[src/sv/wec_pkg.sv]
`default_nettype none
package wec_pkg;

  localparam int unsigned MAX_EVENTS_DEF = 256;

  // configuration port
  localparam int unsigned CFG_IW = 3;
  localparam int unsigned CFG_DW = 15;
  localparam logic [CFG_IW-1:0] REG_HMOD_WIN = 3'd0;
  localparam logic [CFG_IW-1:0] REG_HMEM_WIN = 3'd1;
  localparam logic [CFG_IW-1:0] REG_MMEM_WIN = 3'd2;
  localparam logic [CFG_IW-1:0] REG_GEN_WIN  = 3'd3;
  localparam logic [CFG_IW-1:0] REG_CAPACITY = 3'd4;

  // commands
  localparam logic [1:0] CMD_OBSERVE   = 2'd0;
  localparam logic [1:0] CMD_CORRELATE = 2'd1;
  localparam logic [1:0] CMD_CLEAR     = 2'd2;

  // event kinds
  localparam logic [2:0] KIND_HANDLE = 3'd0;
  localparam logic [2:0] KIND_IMAGE  = 3'd1;
  localparam logic [2:0] KIND_MEM    = 3'd2;
  localparam logic [2:0] KIND_MEM_PE = 3'd3;

  // window limits and thresholds
  localparam logic [14:0] HMOD_WIN_MAX = 15'd5000;
  localparam logic [14:0] HMEM_WIN_MAX = 15'd5000;
  localparam logic [14:0] MMEM_WIN_MAX = 15'd10000;
  localparam logic [14:0] GEN_WIN_MAX  = 15'd30000;
  localparam logic [8:0]  CAP_MIN      = 9'd64;
  localparam logic [9:0]  ANOMALY_MIN  = 10'd800;
  localparam logic [9:0]  QUALITY_MIN  = 10'd750;

  // boost weights, per mille
  localparam logic [10:0] BOOST_TGT  = 11'd60;
  localparam logic [10:0] BOOST_SRC  = 11'd100;
  localparam logic [10:0] BOOST_TEMP = 11'd60;
  localparam logic [10:0] BOOST_HMOD = 11'd280;
  localparam logic [10:0] BOOST_HMEM = 11'd320;
  localparam logic [10:0] BOOST_MMEM = 11'd200;
  localparam logic [10:0] BOOST_CAP  = 11'd900;

  typedef struct packed {
    logic [1:0]  command;
    logic [47:0] time_ms;
    logic [2:0]  kind;
    logic [31:0] source_id;
    logic [31:0] target_id;
    logic [9:0]  anomaly_pm;
    logic [9:0]  quality_pm;
    logic [31:0] seq_number;
  } in_item_t;

  typedef struct packed {
    logic        same_target_seen;
    logic        same_source_seen;
    logic        temporal_near;
    logic        handle_then_module;
    logic        handle_then_memory;
    logic        module_then_memory;
    logic [8:0]  edge_count;
    logic        relation_valid;
    logic [9:0]  boost_pm;
  } out_item_t;

  // one stored event
  typedef struct packed {
    logic [47:0] time_ms;
    logic [2:0]  kind;
    logic [31:0] source_id;
    logic [31:0] target_id;
    logic [9:0]  anomaly_pm;
    logic [9:0]  quality_pm;
    logic [31:0] seq_number;
  } entry_t;

  // compare unit verdict on one entry
  typedef struct packed {
    logic future;
    logic over_gen;
    logic in_window;
    logic tgt_match;
    logic src_match;
    logic hmod;
    logic hmem;
    logic mmem;
  } eval_t;

  typedef enum logic [3:0] {
    S_IDLE,
    S_OBS_WR,
    S_EV_RD,
    S_EV_CHK,
    S_SCAN,
    S_DUP_SEQ,
    S_DUP_WAIT,
    S_DUP_SCAN,
    S_FIN
  } state_t;

  function automatic logic [14:0] clamp_win(input logic [14:0] v, input logic [14:0] hi);
    logic [14:0] r;
    r = v;
    if (v == 15'd0) r = 15'd1;
    else if (v > hi) r = hi;
    return r;
  endfunction

endpackage
`default_nettype wire

[src/sv/wec_eval.sv]
`default_nettype none
module wec_eval (
  input  wire wec_pkg::entry_t ent,
  input  wire logic [47:0]     now,
  input  wire logic [2:0]      cur,
  input  wire logic [31:0]     src,
  input  wire logic [31:0]     tgt,
  input  wire logic [14:0]     w_hmod,
  input  wire logic [14:0]     w_hmem,
  input  wire logic [14:0]     w_mmem,
  input  wire logic [14:0]     w_gen,
  output wec_pkg::eval_t       res
);
  import wec_pkg::*;

  logic [47:0] delta;
  logic [14:0] win;
  logic        cur_mem;
  logic        base;
  logic        pk_handle;
  logic        pk_image;

  always_comb begin
    cur_mem   = (cur == KIND_MEM) || (cur == KIND_MEM_PE);
    pk_handle = ent.kind == KIND_HANDLE;
    pk_image  = ent.kind == KIND_IMAGE;
    delta     = now - ent.time_ms;

    // kind-pair window
    priority if (cur == KIND_IMAGE && pk_handle) begin
      win = w_hmod;
    end else if (cur_mem && pk_handle) begin
      win = w_hmem;
    end else if (cur_mem && pk_image) begin
      win = w_mmem;
    end else begin
      win = w_gen;
    end

    res.future    = now < ent.time_ms;
    res.over_gen  = delta > {33'd0, w_gen};
    res.in_window = !res.future && !res.over_gen;
    res.tgt_match = ent.target_id == tgt;
    res.src_match = ent.source_id == src;
    base          = res.in_window && res.tgt_match && (delta <= {33'd0, win});
    res.hmem      = base && cur_mem && pk_handle && res.src_match;
    res.mmem      = base && cur_mem && pk_image && (ent.anomaly_pm >= ANOMALY_MIN)
                    && (ent.quality_pm >= QUALITY_MIN);
    res.hmod      = base && (cur == KIND_IMAGE) && pk_handle && res.src_match;
  end
endmodule
`default_nettype wire

[config.mk]
export PLATFORM = sky130hd
export DESIGN_NAME = wec_eval
export DESIGN_NICKNAME = d
export VERILOG_FILES = /design/src/sv/wec_pkg.sv /design/src/sv/wec_eval.sv
export SDC_FILE = /design/constraint.sdc
export NUM_CORES = 1
export LEC_CHECK = 0
export BUFFER_PORTS_ARGS = -buffer_cell sky130_fd_sc_hd__buf_4
export CAP_MARGIN = 5
export CORE_AREA = 2 2 134 136
export DETAILED_ROUTE_END_ITERATION = 12
export DIE_AREA = 0 0 136 138
export GPL_TIMING_DRIVEN = 0
export PLACE_DENSITY = 0.62
export SKIP_LAST_GASP = 1
export SLEW_MARGIN = 25
export SYNTH_ARGS = -nofsm -noshare
export SYNTH_HDL_FRONTEND = slang
export SYNTH_SLANG_ARGS = --single-unit
[constraint.sdc]
create_clock -name vclk -period 5.9
set_clock_uncertainty 0.05 [all_clocks]
set_input_delay 0.59 -clock vclk [all_inputs]
set_output_delay 0.59 -clock vclk [all_outputs]
set_load 0.02 [all_outputs]
; Word-level counts from Yosys, hierarchy flattened
; Index checks and enable logic that the tools add are counted.
[word_totals]
register_bits = 0
latch_bits = 0
ramBits = 0
romBits = 0
in_bits = 342
word_cells = 34
n_memories = 0
[classes]
n_addsub = 1
n_mul = 0
n_div = 0
magnitude_cmp = 5
n_eq_ne = 6
shift = 0
mux = 3
n_bitwise = 0
n_reduce_logical = 19
[ops]
columns = cell, n
row1 = equality test 32 bit, 2
row2 = > comparator 48 x 15 -> 1 bit, 1
row3 = less-or-equal comparator 48 x 15 -> 1 bit, 1
row4 = < comparator 48 bit, 1
row5 = subtractor 48 bit, 1
row6 = two-way mux 15 bit, 3
row7 = ">= comparator 10 bit, second input constant", 2
row8 = logical AND 1 bit, 15
row9 = "equality test 3 x 1 -> 1 bit, second input constant", 2
row10 = "equality test 3 x 2 -> 1 bit, second input constant", 2
row11 = zero test 3 bit, 1
row12 = zero test 1 bit, 2
row13 = logical OR 1 bit, 1

; Longest topological paths before layout
[depth]
depth_word = 12
depth_mapped = 22

; Worst setup path after synthesis
; No wires, ideal clock.
[synth_path]
path_kind = in2out
start = input port ent[118] in the netlist's numbering
end = output port res[0] in the netlist's numbering
arrival_time_ns = 4.768
required_ns = 5.260
setup_slack_ns = 0.492
stages = 14
path_buffers = 1
cell_sequence = nor4_1 > clkbuf_1 > mux2i_1 > a211oi_1 > a21oi_1 > ha_1 > a21oi_1 > nor4_1 > a2111oi_0 > o21ai_0 > o21a_1 > or3_1 > nor4bb_1 > nor4b_2
[synth_lines]
columns = element, line
row1 = "start, declared", wec_eval.sv:3  ; input wire wec_pkg::entry_t ent,
row2 = "end, declared", wec_eval.sv:12  ; output wec_pkg::eval_t res

==> results.md <==
* Worst VDD drop at 0.00003783 V
* Final antenna diode count at 0
* Sequential element share of the synthesized area at 0
* Uppermost layer routed: met5
* Effective utilization at floorplan at 0.3175
* Overall via count from detail_route at 7385
* Filler instances at 1891
* Part of the total power dissipated in sequential elements at 0
* Fraction of post-synthesis cell area in the top cell type by area at 0.1753
* Worst path arrival time at 4.98 ns
* Most frequent cells after synthesis: sky130_fd_sc_hd__a21oi_1, sky130_fd_sc_hd__ha_1, sky130_fd_sc_hd__nand2_1
* Worst hold path type: in2out
* RD Place Congestion at 0.9401
* Clkbuf count at 0
* Total die area at 18770 um^2
* Mean post-synth cell area at 6.668 um^2
* Reported max-cap violation count at 0
* # setup viols final at 0
* Hold violation count in the final report at 0
* Fraction of power spent switching nets at 0.5179
* Area used by sequential logic in the layout at 0 um^2
* Placement row count at 49
* Top-count cell post-synth: sky130_fd_sc_hd__a21oi_1
* Ys Warns at 0
* Slew at the pin with the worst max-slew slack at 0.5637 ns
* Internal Power at 397.2 uW
* Die Height at 138 um
* Origin of the worst min-delay path: now[47]
* Number of primary I/O pins at 350
* DRC violation count after routing at 0
* Wire length on met3 at 1694 um
* Sort of element at the start of the critical path: input port
* Power Dens Cells at 97.30 nW/um^2
* Floorplan Core Area at 17530 um^2
* Worst hold slack at 1.593 ns
* Setup TNS at 0 ns
* Dominant cells by area after synthesis: sky130_fd_sc_hd__ha_1, sky130_fd_sc_hd__xor2_1, sky130_fd_sc_hd__a21oi_1, sky130_fd_sc_hd__xnor2_1, sky130_fd_sc_hd__nand2_1
* Number of violations reported at the end of detailed-routing iteration 0 at 433
* Critical path peak fanout at 3
* DR WL met2 at 10990 um
* Critical setup path kind: in2out
* Area growth from synthesis to layout at 52.07%
* Post-route clock period utilization at 0.9517
* Overall die width at 136 um
* Cell Area, Synth at 5568 um^2
* CTS Hold Bufs at 0
* Antenna violations before repair at 1
* Run status: completed
* Final Max Tran Viols at 0
* Headroom to the max-slew limit at 0.6217
* Terminating pin of the worst hold path: res[7]
* Maximum number of pins on one net before global-route repair at 11
* Metal1 wirelength at 10320 um
* Part of the total power dissipated in combinational logic at 1.000
* Post-Syn Instances at 835
* Net switching power at 426.6 uW
* Minimum clock period after layout at 5.615 ns
* Remaining global-route overflow at 0
* Vias per Instance at 5.340
* Maximum achievable frequency at 0.1781 GHz
* Type of element capturing the critical path: output pin
* Fraction of power consumed by the clock network at 0
* Count of nets left with antenna violations after detail routing at 0
* Net count reported at finish at 1577
* Total instance count after detailed placement at 1377
* Overall fraction of global-route tracks in use at 0.2349
* Average wire length per cell after detail routing at 16.93 um
* Non-filler cells, final at 1383
* Detailed-placement wirelength estimate at 20580 um
* Number of different library cells in the post-synthesis netlist at 71
* Worst endpoint required time at 5.26 ns
* Library cell occupying the most area in the post-synthesis netlist: sky130_fd_sc_hd__ha_1
* Cell count of the worst hold path at 4
* Number of input and output port buffers inserted at 312
* Post-Syn Nets at 1256
* Number of sequential cells at 0
* Number of global-route vias before repair at 7191
* Wire length of the first global-routing pass at 36290 um
* Share of layout cells above drive strength 1 at 0.3380
* Leakage power at 0.003988 uW
* Final Routed Wirelength at 23420 um
* Count of TritonRoute iterations in the first routing pass at 5
-- kinds of logic (layout without fill, tap and decap cells) --
| kind of cell | count (synthesis) | in the layout | synth area share |
|---|---|---|---|
| AOI/OAI and AO/OA | 257 | 257 | 0.3034 |
| xor gates and xnor gates | 90 | 90 | 0.1416 |
| adders and majority gates | 79 | 79 | 0.1789 |
| buffers and inverters | 106 | 425 | 0.07798 |
| muxes | 20 | 20 | 0.03640 |
| and+or+nand+nor | 283 | 283 | 0.2618 |
-- through the flow --
stage          setup slack (ns)  utilization  area (um^2)  total power (uW)
3_5_place_dp            -0.4731       0.4682         8210             771.6
6_report                 0.2850       0.4829         8467             823.8
2_1_floorplan            0.4923            -         5568             468.8
3_3_place_gp            -0.7864       0.4675         8197             764.5
5_1_grt               -0.001645       0.4829         8467             910.5
4_1_cts                0.005171       0.4699         8239             780.0
-- final cells by class --
type	instances	area (um^2)	area share
well taps	229	286.5	0.03384
multi-input cells	729	5336	0.6303
inverters	75	281.5	0.03325
repair buffers	323	2425	0.2864
plain buffers	27	137.6	0.01626
-- power groups by stage --
stage          sequential, uW  combinational, uW  clock, uW
3_3_place_gp                0                764          0
5_1_grt                     0                910          0
2_1_floorplan               0                469          0
6_report                    0                824          0
4_1_cts                     0                780          0
3_5_place_dp                0                772          0
-- worst max-delay path: stages --
cell and delay, ns:
sky130_fd_sc_hd__buf_4 0.11, sky130_fd_sc_hd__ha_1 0.21, sky130_fd_sc_hd__fa_1 0.40, sky130_fd_sc_hd__nand2b_4 0.17
sky130_fd_sc_hd__a21oi_4 0.20, sky130_fd_sc_hd__nor2_1 0.11, sky130_fd_sc_hd__nor2_1 0.11, sky130_fd_sc_hd__nor2_1 0.07
sky130_fd_sc_hd__xnor2_2 0.18, sky130_fd_sc_hd__ha_1 0.33, sky130_fd_sc_hd__nand4_1 0.15, sky130_fd_sc_hd__or4_1 0.42
sky130_fd_sc_hd__o21ai_1 0.09, sky130_fd_sc_hd__a31oi_1 0.07, sky130_fd_sc_hd__nor4_1 0.29, sky130_fd_sc_hd__o311ai_1 0.15
sky130_fd_sc_hd__nor4_2 0.24, sky130_fd_sc_hd__nand4_1 0.21, sky130_fd_sc_hd__nor4bb_4 0.42, sky130_fd_sc_hd__nor4b_2 0.26
sky130_fd_sc_hd__buf_4 0.18
-- timing repair --
item,in CTS,in global routing
buffers inserted,1,9
endpoints found under the hold margin,0,0
pin swaps,3,18
setup endpoints to repair,5,5
resized for setup,6,32
-- how the worst max path moves through the flow --
stage                  start     end  slack, ns  cells after the start
detailed placement  ent[122]  res[1]      -0.47                     24
floorplan           ent[118]  res[0]       0.49                     14
CTS                 ent[121]  res[0]      0.005                     24
global placement    ent[118]  res[1]      -0.79                     16
global route        ent[129]  res[1]     -0.002                     20
finish              ent[119]  res[0]       0.28                     21
-- placed cells by master (no fill, tap or decap), types with 4 or more instances in the layout --
cell type,count
sky130_fd_sc_hd__nor2b_1,8
sky130_fd_sc_hd__inv_1,74
sky130_fd_sc_hd__o21a_1,18
sky130_fd_sc_hd__a21oi_1,76
sky130_fd_sc_hd__a211oi_1,20
sky130_fd_sc_hd__a21o_1,11
sky130_fd_sc_hd__and3_1,4
sky130_fd_sc_hd__and2_1,6
sky130_fd_sc_hd__o21ai_0,37
sky130_fd_sc_hd__a21oi_2,10
sky130_fd_sc_hd__nand4_1,33
sky130_fd_sc_hd__mux2i_1,18
sky130_fd_sc_hd__o211ai_1,10
sky130_fd_sc_hd__nand2b_1,8
sky130_fd_sc_hd__buf_2,11
sky130_fd_sc_hd__a211o_1,8
sky130_fd_sc_hd__nor3b_1,4
sky130_fd_sc_hd__nor4_2,4
sky130_fd_sc_hd__xor2_1,45
sky130_fd_sc_hd__nand2_1,74
sky130_fd_sc_hd__o21bai_1,4
sky130_fd_sc_hd__nor2_1,61
sky130_fd_sc_hd__nor4_1,19
sky130_fd_sc_hd__a31oi_1,7
sky130_fd_sc_hd__clkbuf_1,12
sky130_fd_sc_hd__xnor2_1,40
sky130_fd_sc_hd__or3_1,11
sky130_fd_sc_hd__a21oi_4,4
sky130_fd_sc_hd__o21ai_1,12
sky130_fd_sc_hd__ha_1,73
sky130_fd_sc_hd__buf_4,323
sky130_fd_sc_hd__nand3_1,16
sky130_fd_sc_hd__nor3_1,16
-- per-layer routing --
| metal | vias up | global-route usage |
|---|---|---|
| li1 | 3703 | - |
| met1 | 3357 | 0.3166 |
| met2 | 293 | 0.4065 |
| met3 | 30 | 0.02824 |
| met4 | 2 | 0.03509 |
| met5 | - | 0 |
No activity file was read; power rests on OpenSTA's default activity.
